--- src/hdl/sfe_pkg.sv ---
// shared types and constants for the spectral feature extractor
package sfe_pkg;

  localparam int CFG_IDX_W = 2;
  localparam int CFG_DATA_W = 18;

  localparam logic [CFG_IDX_W-1:0] CFG_SAMPLE_RATE = 2'd0;
  localparam logic [CFG_IDX_W-1:0] CFG_FFT_SIZE_LOG2 = 2'd1;
  localparam logic [CFG_IDX_W-1:0] CFG_ROLLOFF_THRESHOLD = 2'd2;

  localparam logic [17:0] SAMPLE_RATE_RESET = 18'd44100;
  localparam logic [3:0] FFT_SIZE_LOG2_RESET = 4'd10;
  localparam logic [15:0] ROLLOFF_THRESHOLD_RESET = 16'd55706;

  localparam logic [25:0] SUM26_MAX = 26'h3FF_FFFF;
  localparam logic [35:0] SUM36_MAX = 36'hF_FFFF_FFFF;
  localparam logic [17:0] CENTROID_MAX = 18'd192000;

  localparam int DIV_NUM_W = 54;
  localparam int DIV_DEN_W = 41;
  localparam int DIV_QUO_W = 18;

  typedef struct packed {
    logic [15:0] magnitude;
    logic        last_bin;
  } in_word_t;

  typedef struct packed {
    logic [17:0] centroid_hz;
    logic [15:0] rolloff_fraction;
    logic [25:0] flux;
    logic [35:0] high_freq_content;
  } out_word_t;

endpackage

--- src/hdl/sfe_div.sv ---
// restoring divider, one quotient bit per cycle, quotient known to fit
module sfe_div (
  input  logic                           clk,
  input  logic                           rst,
  input  logic                           start,
  input  logic [sfe_pkg::DIV_NUM_W-1:0]  num,
  input  logic [sfe_pkg::DIV_DEN_W-1:0]  den,
  output logic                           done,
  output logic [sfe_pkg::DIV_QUO_W-1:0]  quo
);

  localparam int NW = sfe_pkg::DIV_NUM_W;
  localparam int QW = sfe_pkg::DIV_QUO_W;
  localparam int SW = sfe_pkg::DIV_DEN_W + QW - 1;
  localparam int CMW = (SW > NW) ? SW : NW;
  localparam int CNT_W = $clog2(QW);

  logic             busy;
  logic [CNT_W-1:0] cnt;
  logic [NW-1:0]    rem;
  logic [SW-1:0]    dsh;
  logic [QW-1:0]    q;
  logic             ge;
  logic [CMW-1:0]   diff;

  assign ge = CMW'(rem) >= CMW'(dsh);
  assign diff = CMW'(rem) - CMW'(dsh);
  assign quo = q;

  always_ff @(posedge clk) begin
    if (rst) begin
      busy <= 1'b0;
      done <= 1'b0;
    end else begin
      done <= 1'b0;
      if (start) begin
        busy <= 1'b1;
        cnt <= CNT_W'(QW - 1);
        rem <= num;
        dsh <= {den, {(QW-1){1'b0}}};
        q <= '0;
      end else if (busy) begin
        if (ge) begin
          rem <= diff[NW-1:0];
        end
        q <= {q[QW-2:0], ge};
        dsh <= dsh >> 1;
        if (cnt == '0) begin
          busy <= 1'b0;
          done <= 1'b1;
        end else begin
          cnt <= cnt - 1'b1;
        end
      end
    end
  end

endmodule

--- config.mk ---
export PLATFORM = sky130hd
export DESIGN_NAME = sfe_div
export DESIGN_NICKNAME = d
export VERILOG_FILES = /design/src/hdl/sfe_pkg.sv /design/src/hdl/sfe_div.sv
export SDC_FILE = /design/constraint.sdc
export NUM_CORES = 1
export LEC_CHECK = 0
export ABC_AREA = 1
export BUFFER_PORTS_ARGS = -buffer_cell sky130_fd_sc_hd__buf_2
export CAP_MARGIN = 10
export CORE_MARGIN = 1.5
export CORE_UTILIZATION = 40
export CTS_CLUSTER_SIZE = 25
export DETAILED_ROUTE_END_ITERATION = 12
export PLACE_DENSITY = 0.61
export SETUP_SLACK_MARGIN = 0.1
export SLEW_MARGIN = 20
export SYNTH_ARGS = -nofsm -noshare
export SYNTH_HDL_FRONTEND = slang
export SYNTH_SLANG_ARGS = --single-unit
--- constraint.sdc ---
create_clock -name clk -period 8.8 [get_ports clk]
set_input_delay 1.76 -clock clk [delete_from_list [all_inputs] [get_ports clk]]
set_output_delay 1.76 -clock clk [all_outputs]
set_load 0.02 [all_outputs]
[Word level (Yosys, flattened, before mapping)]
Cells that the tools add are included.
Storage, ports and cells
  latch bits: 0
  register bits after elaboration: 137
  bits of input ports: 98
  memory bits (writable): 0
  word-level logic and storage cells: 32
  output and inout bits: 19
  ROM bits: 0
  memories kept: 0
Cells by class
  shifts and indexed selects: 0
  multipliers: 0
  bitwise gates (word level): 2
  equality and inequality tests: 1
  magnitude comparators: 1
  mux-type cells: 12
  add/sub/neg operators: 2
  reduce and logical (&&, ||, !) cells: 7
  div/mod/pow operators: 0
Operators by type and width (count)
  54-bit 2-to-1 mux: 3
  58-bit 2-to-1 mux: 2
  54-bit by 58-bit >= comparator with 1-bit output: 1
  54-bit subtractor: 1
  18-bit 2-to-1 mux: 1
  5-bit 2-to-1 mux: 2
  3-bit AND reduction: 2
  5-bit logical NOT: 1
  5-bit by 1-bit subtractor with 5-bit output (second input constant): 1
  1-bit 2-to-1 mux: 4
  2-bit nonzero test: 2
  3-bit OR reduction: 1
  2-bit != test (second input constant): 1
  1-bit inverter: 2
  2-bit AND reduction: 1

[Depth between registers and ports, before layout]
Gate-level depths: netlist of the first run.
  depth after elaboration: 4
  mapped depth: 16
  gate-level depth less buffers: 16

[Worst setup path after synthesis of the first run]
No wires, ideal clock.
  path type: input port to flip-flop
  start: input port start
  end: register rem[0] (enable)
  path buffers: 1
  arrival time: 7201 ps
  slack: 1190 ps
  stages: 5
  cells stage by stage: clkbuf_1 -> inv_2 -> a21oi_1 -> nand2_1 -> inv_1
On the way
  cells in the longest elaborated chain, start to end: 2
RTL lines
  start: declaration: RTL line sfe_div.sv:5  | input logic start,
  2-bit nonzero test (no source line)
  3-bit AND reduction (no source line) (*)
  end signal: assignment: RTL line sfe_div.sv:39  | rem <= num;
  end signal: assignment: RTL line sfe_div.sv:44  | rem <= diff[NW-1:0];
  end: declaration: RTL line sfe_div.sv:20  | logic [NW-1:0] rem;
Mark *: on every way between the ends. The rest lies on a longest branch, timed or not.
A chain may end at the register's enable or synchronous reset.

[Worst setup path after layout of the first run]
  start: input port start
  end: register cnt[3] (enable)
On the way
  cells in the longest elaborated chain, start to end: 2
RTL lines
  2-bit != test (no source line) or 2-bit nonzero test (tied branches)
  3-bit AND reduction (no source line) (*)
  end signal: assignment: RTL line sfe_div.sv:38  | cnt <= CNT_W'(QW - 1);
  end signal: assignment: RTL line sfe_div.sv:52  | cnt <= cnt - 1'b1;
  end: declaration: RTL line sfe_div.sv:19  | logic [CNT_W-1:0] cnt;
Marked as above.

==> results of run 1 <==
[per-layer routing]
layer / track usage / share of wire / vias up
li1: - / - / 5113
met1: 0.330 / 0.50 / 4293
met2: 0.359 / 0.44 / 188
met3: 0.0251 / 0.034 / 41
met4: 0.0772 / 0.025 / 0
met5: 0 / 0 / -
[cell usage after synthesis (8+ instances only)]
cell / count / area share
nand4_1: 12 / 0.0070
nand2_2: 21 / 0.012
nand3_2: 8 / 0.0074
inv_1: 338 / 0.12
edfxtp_1: 135 / 0.38
nor2_2: 31 / 0.018
nor2_1: 94 / 0.033
a21oi_1: 43 / 0.020
xnor2_1: 11 / 0.0089
o21ai_0: 56 / 0.026
nand3_1: 88 / 0.041
nand2_1: 599 / 0.21
inv_2: 14 / 0.0049
clkbuf_1: 15 / 0.0052
ha_1: 55 / 0.064
[state kept, by name, indices dropped and copies added, names as in the netlist]
signal / count
quo: 18
rem: 54
done: 1
busy: 1
dsh: 58
cnt: 5
[worst max-delay path: stages]
cell	delay, ps
buf_6	400
inv_2	530
a21oi_4	260
buf_4	790
nand2_1	170
inv_1	210
[layout make-up]
class                           instances  area share
Clock inverter                         15      0.0142
Timing Repair Buffer                  119      0.0495
Clock buffer                           17      0.0345
Inverter                              357       0.109
Tap cell                              335      0.0340
Sequential cell                       137       0.332
Multi-Input combinational cell       1075       0.427
[how the worst max path moves through the flow]
stage	cells past startpoint	end	startpoint
floorplan	5	rem[0]$_DFFE_PP_	start
global placement	6	cnt[1]$_SDFFCE_PP0P_	start
detailed placement	6	cnt[1]$_SDFFCE_PP0P_	start
CTS	6	cnt[3]$_SDFFCE_PP0P_	start
global route	6	cnt[0]$_SDFFCE_PP1P_	start
finish	6	cnt[3]$_SDFFCE_PP0P_	start
[kinds of logic (layout without fill, tap and decap cells)]
logic type | Yosys count | after routing | share of synthesized area
compound gates | 117 | 117 | 0.0573
fa+ha+maj | 56 | 56 | 0.0656
flops | 137 | 137 | 0.379
simple gates | 886 | 886 | 0.350
buf+inv | 383 | 508 | 0.134
xor+xnor | 16 | 16 | 0.0130
[power by group through the flow]
stage          clock [mW]  combinational (mW)  sequential, mW
2_1_floorplan           0               0.360           0.805
3_3_place_gp            0               0.517           0.798
3_5_place_dp            0               0.523           0.799
4_1_cts             0.760               0.525           0.785
5_1_grt             0.787               0.595           0.789
6_report            0.753               0.523           0.785
==> impl_results.md, run 1 <==
- Status: finished, final reports clean
- Fin area: 12,300 um^2
- Antenna Cells: 0
- Distinct cells, synth: 37
- Avg Synthesized Cell Area: roughly 6.8 um^2
- Max cap viols: 0
- Required time of the critical path: approximately 8900 ps
- Reg-to-reg startpoint: rem[25]$_DFFE_PP_
- Final WL: 31,100 um
- Antenna Nets Post-Route: 0
- Root Buffer: clkbuf_16
- Via density: around 4.7
- Max Freq: approximately 0.24 GHz
- Crit. End Element: flop
- Initial core utilization: 0.411
- Post-CTS Repair Setup Buffers: 0
- Most frequent cells in the layout: nand2_1, inv_1, edfxtp_1, buf_2, nor2_1
- P_leak: ~6.4 nW
- Ys flop type: edfxtp_1
- Register Area: 4090 um^2
- CTS clk-pin slew, worst paths: 70 ps
- Max Slew Vio Count: 0
- Hold depth: 2
- Pin count of the biggest net entering global routing: a little over 100
- Startpoint Class: input pin
- Hold WC Path Type: reg2reg
- Core Region: roughly 26,000 um^2
- Port bufs: about 120
- Final Skew: 15.0 ps
- Fin util: 0.469
- R2R cell count: 12
- Total Power: between 2 and 2.5 mW
- Number of synthesized register bits: 137
- First-pass iteration count of the detailed router: 5
- Cells after Synth: around 1,600
- Reg power frac: 0.381
- Setup violators final: 0
- Number of synthesized flops with an enable pin: between 100 and 150
- Finished Layout Cells: roughly 2,000
- PnR worst setup slack: 4700 ps
- First-pass GRT wire length: around 50,000 um
- Post-detail-place hpwl: ~25,000 um
- Pre-CTS setup slack: a little over 4000 ps
- Slew of the pin with the lowest slew margin: ~1000 ps
- Drt wl/cell: about 15 um
- VDD IR max: roughly 0.086 mV
- Net Switching: approximately 0.7 mW
- FILL cells: ~2,800
- Clock Tree Buf Depth: 2
- R2r setup slk: between 5000 and 6000 ps
- Period utilisation layout: 0.466
- Die area: between 20,000 and 30,000 um^2
- Unrepaired setup endpoints after global routing: false
- Synthesized area: 10,800 um^2
- Comb pwr share: 0.254
- Internal power: ~1.3 mW
- Hold Path End: done$_SDFF_PP0_
- Area grow syn2layout: 14.2%
- Share of post-route cells with drive strength above 1: 0.145
- Most frequent standard cell in the layout excluding fill and tap cells: nand2_1
- Sequential share of the synthesized area: 0.379
- Std-Cell Rows: between 50 and 60
- Residual DRC count: 0
- Critical Path AT: roughly 4200 ps
- Syn nets: about 1,700
- Minimum clock period: roughly 4000 ps
- Post-route setup TNS: 0 ps
- Die width: 167 um
- TritonCTS Buffers: 17
- Post-synth ARST share: 0
- Net Sw Frac: 0.346
- CTS tree: yes
- Die Y: roughly 170 um
- GR Overflow Total: 0
- Placed insts: between 2,000 and 2,500
- Number of antenna violations at the first check in global routing: 0
- Hold wc startpoint: busy$_SDFF_PP0_
- Vias in the first global route: approximately 9,200
- Via count: around 9,600
- Warnings from Yosys: 0
- Clk sink count: approximately 140
- RR Endpoint: rem[2]$_DFFE_PP_
- GP Congestion: roughly 0.98
- Io pins: 117
- Hold Vio Cnt, Final: 0
- Critical path class: in2reg
- Post-CTS resize count: 0
- Hold slack final: around 500 ps
- DRT iter0 DRCs: ~590
- Area of placed instances: about 12,000 um^2
- Max H-tree Level: 4
- CTS Hold Buffers Added: 0
- Clock share of power: 0.365
- Multi-input gate area: about 5300 um^2
- All-Layer GR Usage: 0.229
- Cell Pwr Density: around 170 nW/um^2
- CP max FO: 88
- Nets: between 1,500 and 2,000
- Clk_lat worst skew: ~440 ps
- Slew margin rel.: 0.304
No activity file was read; power rests on OpenSTA's default activity.
==> run 2: changes to the inputs <==
PLACE_DENSITY = 0.63   (was 0.61)
clock period = 3.7 ns   (was 8.8 ns; I/O delays follow)
==> run 2 against run 1 <==
  * Critical path depth up 7
  * Final cell count up 0.19%
  * Global-route usage increased by 0.11 points
  * Non-clock buffer count is 4 higher
  * Utilization is 0.11 points higher
  * Hold slack improved by 5.4 ps
  * Setup slack got worse by 3900 ps
  * Sequential cell count unchanged
  * Largest power group unchanged
==> impl_results.md, run 2 (synthesis gave the netlist of run 1 again) <==
- Residual DRC count: 0
- Number of antenna violations at the first check in global routing: 0
- Post-CTS resize count: 0
- Die width: ~170 um
- First-pass GRT wire length: between 40,000 and 50,000 um
- Internal power: approximately 3.1 mW
- GP Congestion: approximately 1.0
- Clock share of power: 0.356
- TritonCTS Buffers: 17
- Hold Vio Cnt, Final: 0
- Std-Cell Rows: between 50 and 60
- VDD IR max: about 0.26 mV
- Port bufs: ~120
- Critical Path Max Stage Delay: approximately 440 ps
- Slew of the pin with the lowest slew margin: 801 ps
- Unrepaired setup endpoints after global routing: false
- CTS Hold Buffers Added: 0
- Critical-path cell list: inv_1 > ha_1 > inv_1 > fa_1 > nand3_1 > nand3_2 > nand2_1 > nand3_2 > nand3_2 > nand3_1 > nand2_1 > clkinvlp_4 > buf_4
- Reg power frac: 0.384
- Crit path launch: rem[0]$_DFFE_PP_
- Nets: ~1,900
- Startpoint Class: flop
- Area of placed instances: between 10,000 and 15,000 um^2
- Largest register FFs: 58
- GR Overflow Total: 0
- Net Sw Frac: 0.354
- Post-detail-place hpwl: 25,600 um
- RR Endpoint: rem[26]$_DFFE_PP_
- Via density: between 4 and 5
- Fin util: 0.470
- P_leak: 6.45 nW
- Crit-path most repeated cell: nand3_2
- All-Layer GR Usage: 0.230
- Area grow syn2layout: 14.5%
- Final WL: about 32,000 um
- Antenna Nets Post-Route: 0
- Setup violators final: 0
- Post-CTS Repair Setup Buffers: 0
- Pin count of the biggest net entering global routing: 88
- Top reg by flops: dsh
- Critical path class: reg2reg
- Placed insts: about 2,000
- Fin area: 12,400 um^2
- Minimum clock period: roughly 2900 ps
- Root Buffer: clkbuf_16
- Cell Pwr Density: 394 nW/um^2
- Hold WC Path Type: reg2reg
- Finished Layout Cells: ~2,100
- Net Switching: roughly 1.7 mW
- Max Slew Vio Count: 0
- Hold wc startpoint: busy$_SDFF_PP0_
- Status: finished, final reports clean
- Clk_lat worst skew: between 400 and 500 ps
- Max cap viols: 0
- Comb pwr share: 0.260
- Die Y: around 170 um
- Initial core utilization: 0.411
- CTS clk-pin slew, worst paths: ~70 ps
- Total Power: just under 5 mW
- Via count: roughly 10,000
- CTS tree: yes
- Most frequent standard cell in the layout excluding fill and tap cells: nand2_1
- Antenna Cells: 0
- Post-route setup TNS: 0 ps
- Slew margin rel.: 0.466
- Vias in the first global route: 9,358
- Most frequent cells in the layout: nand2_1, inv_1, edfxtp_1, buf_2, nor2_1
- Die area: roughly 28,000 um^2
- Drt wl/cell: approximately 15 um
- Critical Path AT: about 3100 ps
- Crit. End Element: flop
- Share of post-route cells with drive strength above 1: 0.147
- Critical Path End: rem[26]$_DFFE_PP_
- Io pins: 117
- Required time of the critical path: roughly 3900 ps
- Core Region: between 20,000 and 30,000 um^2
- Period utilisation layout: 0.791
- DRT iter0 DRCs: approximately 800
- Clk sink count: approximately 140
- R2r setup slk: between 700 and 800 ps
- First-pass iteration count of the detailed router: 5
- Clock Tree Buf Depth: 2
- CP max FO: 19
- Final Skew: roughly 9.2 ps
- Max H-tree Level: 4
- Max Freq: between 0.3 and 0.4 GHz
- Reg-to-reg startpoint: rem[0]$_DFFE_PP_
- Slowest cell on crit path: fa_1
- R2R cell count: 13
## run 2: worst min path at each step
stage,cells past startpoint,endpoint
after floorplan,2,done$_SDFF_PP0_
after global placement,2,done$_SDFF_PP0_
after detailed placement,2,done$_SDFF_PP0_
after CTS,2,done$_SDFF_PP0_
after global routing,2,done$_SDFF_PP0_
final,2,done$_SDFF_PP0_
## run 2: routing by layer
metal | routed length (um) | vias to the layer above | part of all wire | global-route usage
li1 | - | 5115 | - | -
met1 | 15100 | 4554 | 0.47 | 0.328
met2 | 14300 | 275 | 0.45 | 0.370
met3 | 1810 | 33 | 0.057 | 0.0227
met4 | 667 | 0 | 0.021 | 0.0705
met5 | 0 | - | 0 | 0
## run 2: power groups by stage
stage	clock network, mW	registers [mW]	logic (mW)
detailed placement	0	1.90	1.26
CTS	1.75	1.87	1.27
finish	1.73	1.86	1.27
global route	1.81	1.87	1.42
global placement	0	1.90	1.25
floorplan	0	1.91	0.858
## run 2: final cells by class
type | instances | area [um^2]
tap | 335 | 419
clock buffer | 17 | 425
multi-input combinational | 1075 | 5260
inverter | 357 | 1350
clock inverter | 15 | 155
sequential | 137 | 4090
timing repair buffer | 123 | 652
fill | 2780 | 13900
## run 2: metrics by stage
| stage | setup WS (ps) | hold WS, ps |
|---|---|---|
| floorplan | 121 | 471 |
| global placement | 790 | 492 |
| detailed placement | 733 | 491 |
| CTS | 719 | 506 |
| global route | 569 | 528 |
| finish | 773 | 505 |
## run 2: critical path, delay by kind of cell (launching register included)
| family | cells | cell delay (ps) |
|---|---|---|
| buffers and inverters | 4 | 900 |
| and+or+nand+nor | 7 | 820 |
| adders and majority gates | 2 | 570 |
| DFF | 1 | 370 |
==> run 3: changes to the inputs <==
ABC_AREA = 0   (was 1)
PLACE_DENSITY = 0.62   (was 0.63)
clock period = 2.9 ns   (was 3.7 ns; I/O delays follow)
==> run 3 against run 2 <==
  * The flow now finishes with violations (setup timing)
  * Critical path type unchanged
  * Via count down 24%
  * Fmax down 15%
  * Final cell count down 29%
  * Sequential cell count unchanged
  * Largest power group unchanged
  * Non-clock buffer count up 155
  * First-iteration DRC count down 39%
==> impl_results.md, run 3 <==
- Status: finished, violations left
- Violated checks: setup timing
- Pin count of the biggest net entering global routing: ~110
- Critical-path cell list: inv_1 > ha_2 > inv_2 > fa_2 > a21o_1 > a21oi_2 > o211ai_1 > a2111oi_4 > o22ai_2 > o211ai_1 > or3b_4 > a41oi_4 > a21oi_4 > buf_12
- Xor and xnor area share after synthesis: 0.0455
- Critical path's top delay family: compound AO/OA/AOI/OAI gates
- Syn nets: ~1,100
- Main area contributors after synthesis: edfxtp_1, ha_1, o21ai_0, nand2_1, a21o_1
- CP Buf/Inv Count: 3
- R2r setup slk: -540 ps
- Synth area leader: edfxtp_1
- P_leak: ~5 nW
- Initial core utilization: 0.407
- Number of antenna violations at the first check in global routing: 0
- Antenna Nets Post-Route: 0
- Minimum clock period: 3440 ps
- Largest register FFs: 58
- Net Switching: 1.82 mW
- Max Freq: between 0.2 and 0.3 GHz
- Commonest cells in the netlist: edfxtp_1, nand2_1, o21ai_0
- Via count: ~7,600
- Comb pwr share: 0.268
- Cells after Synth: 925
- Io pins: between 100 and 150
- Port bufs: 116
- Crit-path most repeated cell: o211ai_1
- Critical path class: reg2reg
- Area grow syn2layout: 37.1%
- Hold wc startpoint: den[40]
- Hold WC Path Type: in2reg
- First-pass GRT wire length: between 30,000 and 40,000 um
- CTS tree: yes
- Max cap viols: 0
- Largest family of logic cells by synthesized area: compound AO/OA/AOI/OAI gates
- Number of synthesized register bits: around 140
- Slew of the pin with the lowest slew margin: 493 ps
- Critical Path Max Stage Delay: about 420 ps
- Slew margin rel.: 0.672
- Crit path launch: rem[0]$_DFFE_PP_
- Crit. End Element: flop
- Clock share of power: 0.358
- VDD IR max: approximately 0.34 mV
- Clock Tree Buf Depth: 2
- Nets: between 1,000 and 1,500
- Required time of the critical path: slightly above 3000 ps
- Most numerous cell in the Yosys netlist: edfxtp_1
- GP Congestion: 0.865
- Share of post-route cells with drive strength above 1: 0.350
- Clk_lat worst skew: ~430 ps
- Simple-Gate Fraction of Synth Area: 0.159
- GR Overflow Total: 0
- Startpoint Class: flop
- Final Skew: approximately 12 ps
- Post-detail-place hpwl: around 17,000 um
- Fin area: roughly 12,000 um^2
- Max Slew Vio Count: 0
- Sequential share of the synthesized area: 0.463
- Fin util: 0.558
- Final WL: 23,300 um
- Residual DRC count: 0
- Max H-tree Level: 4
- TritonCTS Buffers: 17
- Unrepaired setup endpoints after global routing: true
- Compound-Gate Fraction of Synth Area: 0.194
- Slowest cell on crit path: or3b_4
- Most frequent cells in the layout: buf_4, edfxtp_1, nand2_1, buf_2, o21ai_0
- CP max FO: 24
- Period utilisation layout: 1.19
- First-pass iteration count of the detailed router: 4
- Internal power: between 4 and 5 mW
- Mux cell area share after synthesis: 0.0102
- Synth top area share: 0.458
- Vias in the first global route: 7,455
- Post-synth ARST share: 0
- PnR worst setup slack: -540 ps
- CTS clk-pin slew, worst paths: around 60 ps
- All-Layer GR Usage: 0.204
- Warnings from Yosys: 0
- Die width: between 150 and 200 um
- Die Y: approximately 150 um
- Std-Cell Rows: 54
- Distinct cells, synth: slightly below 70
- Avg Synthesized Cell Area: between 9 and 10 um^2
- Die area: 23,000 um^2
- Via density: 5.20
- Hold slack final: about 430 ps
- Setup violators final: 75
- Synthesized area: between 8000 and 9000 um^2
- Synth Area in Adders: 0.0800
- Reg-to-reg startpoint: rem[0]$_DFFE_PP_
- Antenna Cells: 0
- Ys flop type: edfxtp_1
- Core Region: between 20,000 and 25,000 um^2
- Root Buffer: clkbuf_16
- Number of synthesized flops with an enable pin: about 140
- Clk sink count: 137
- Area of placed instances: roughly 11,000 um^2
- Reg power frac: 0.374
- FILL cells: between 1,500 and 2,000
- Net Sw Frac: 0.286
- Top reg by flops: dsh
- DRT iter0 DRCs: roughly 490
- Critical Path AT: 3620 ps
- Most frequent standard cell in the layout excluding fill and tap cells: buf_4
- Drt wl/cell: around 16 um
- Cell Pwr Density: 527 nW/um^2
- Hold Vio Cnt, Final: 0
- CTS Hold Buffers Added: 0
-- run 3: cell types whose count changed in the layout (fill, tap and decap cells not counted), moves of 15 or more --
| cell | before | now |
|---|---|---|
| nand2_1 | 599 | 120 |
| inv_1 | 337 | 58 |
| buf_4 | 6 | 144 |
| nand3_1 | 88 | 16 |
| nor2_1 | 94 | 50 |
| a21o_1 | 0 | 38 |
| nor2_2 | 31 | 1 |
| o21ai_0 | 56 | 80 |
| nor2b_1 | 0 | 23 |
| nand2_2 | 21 | 3 |
| o21ai_1 | 7 | 22 |
-- run 3: worst register-to-register path, delay by kind of cell, from the launching register on --
kind	cells	cell delay [ps]
AO/OA/AOI/OAI	8	1560
adder cells (fa/ha/maj)	2	530
AND/OR/NAND/NOR	1	420
flip-flops	1	370
buffers and inverters	3	300
-- run 3: cells by family (layout without fill, tap and decap cells) --
logic type      count (synthesis)  in the layout
compound gates                270            270
xor+xnor                       46             46
fa+ha+maj                      56             56
buf+inv                       112            375
flops                         137            137
mux                             8              8
simple gates                  296            296
-- run 3: area by class of cell --
| cell class | instances | area (um^2) | share of cell area |
|---|---|---|---|
| inverter | 65 | 248 | 0.0204 |
| multi-input combinational | 676 | 4920 | 0.406 |
| sequential | 137 | 4090 | 0.337 |
| clock buffer | 22 | 464 | 0.0383 |
| clock inverter | 10 | 144 | 0.0119 |
| tap | 280 | 350 | 0.0289 |
| timing repair buffer | 278 | 1910 | 0.157 |
-- run 3: worst paths after layout --
kind	end	cells after the start
setup / recovery	rem[46]$_DFFE_PP_	14
hold / removal	dsh[57]$_SDFFCE_PN0P_	2
setup reg to reg	rem[46]$_DFFE_PP_	14
hold reg to reg	done$_SDFF_PP0_	1
-- run 3: power groups by stage --
stage                     Sequential [mW]  Combinational (mW)  Clock, mW
after global routing                 2.40                1.88       2.39
after global placement               2.42                1.47          0
final                                2.39                1.71       2.29
after floorplan                      2.44               0.888          0
after detailed placement             2.43                1.49          0
after CTS                            2.39                1.58       2.32
-- run 3: per-layer routing --
metal / global-route usage / vias to the layer above / share of wire
met4: 0.0654 / 0 / 0.015
met1: 0.283 / 3576 / 0.48
met2: 0.325 / 189 / 0.46
met3: 0.0329 / 28 / 0.041
met5: 0 / - / 0
li1: - / 3837 / -
-- run 3: per-stage QoR --
stage | total power, mW | instances | setup TNS, ps | worst slack (ps)
3_3_place_gp | 3.89 | 1422 | -31810 | -516
4_1_cts | 6.28 | 1463 | -28360 | -463
3_5_place_dp | 3.91 | 1422 | -36840 | -581
5_1_grt | 6.67 | 1468 | -41940 | -679
6_report | 6.39 | 1468 | -31450 | -540
2_1_floorplan | 3.33 | 925 | -36280 | -656
-- run 3: repair_timing --
| action | in CTS | in global routing |
|---|---|---|
| endpoints found under the hold margin | 0 | 0 |
| setup buffers | 9 | 13 |
| setup endpoints to repair | 88 | 92 |
| gates resized for setup | 45 | 88 |
| pin swaps | 36 | 45 |
| gates cloned | 0 | 1 |
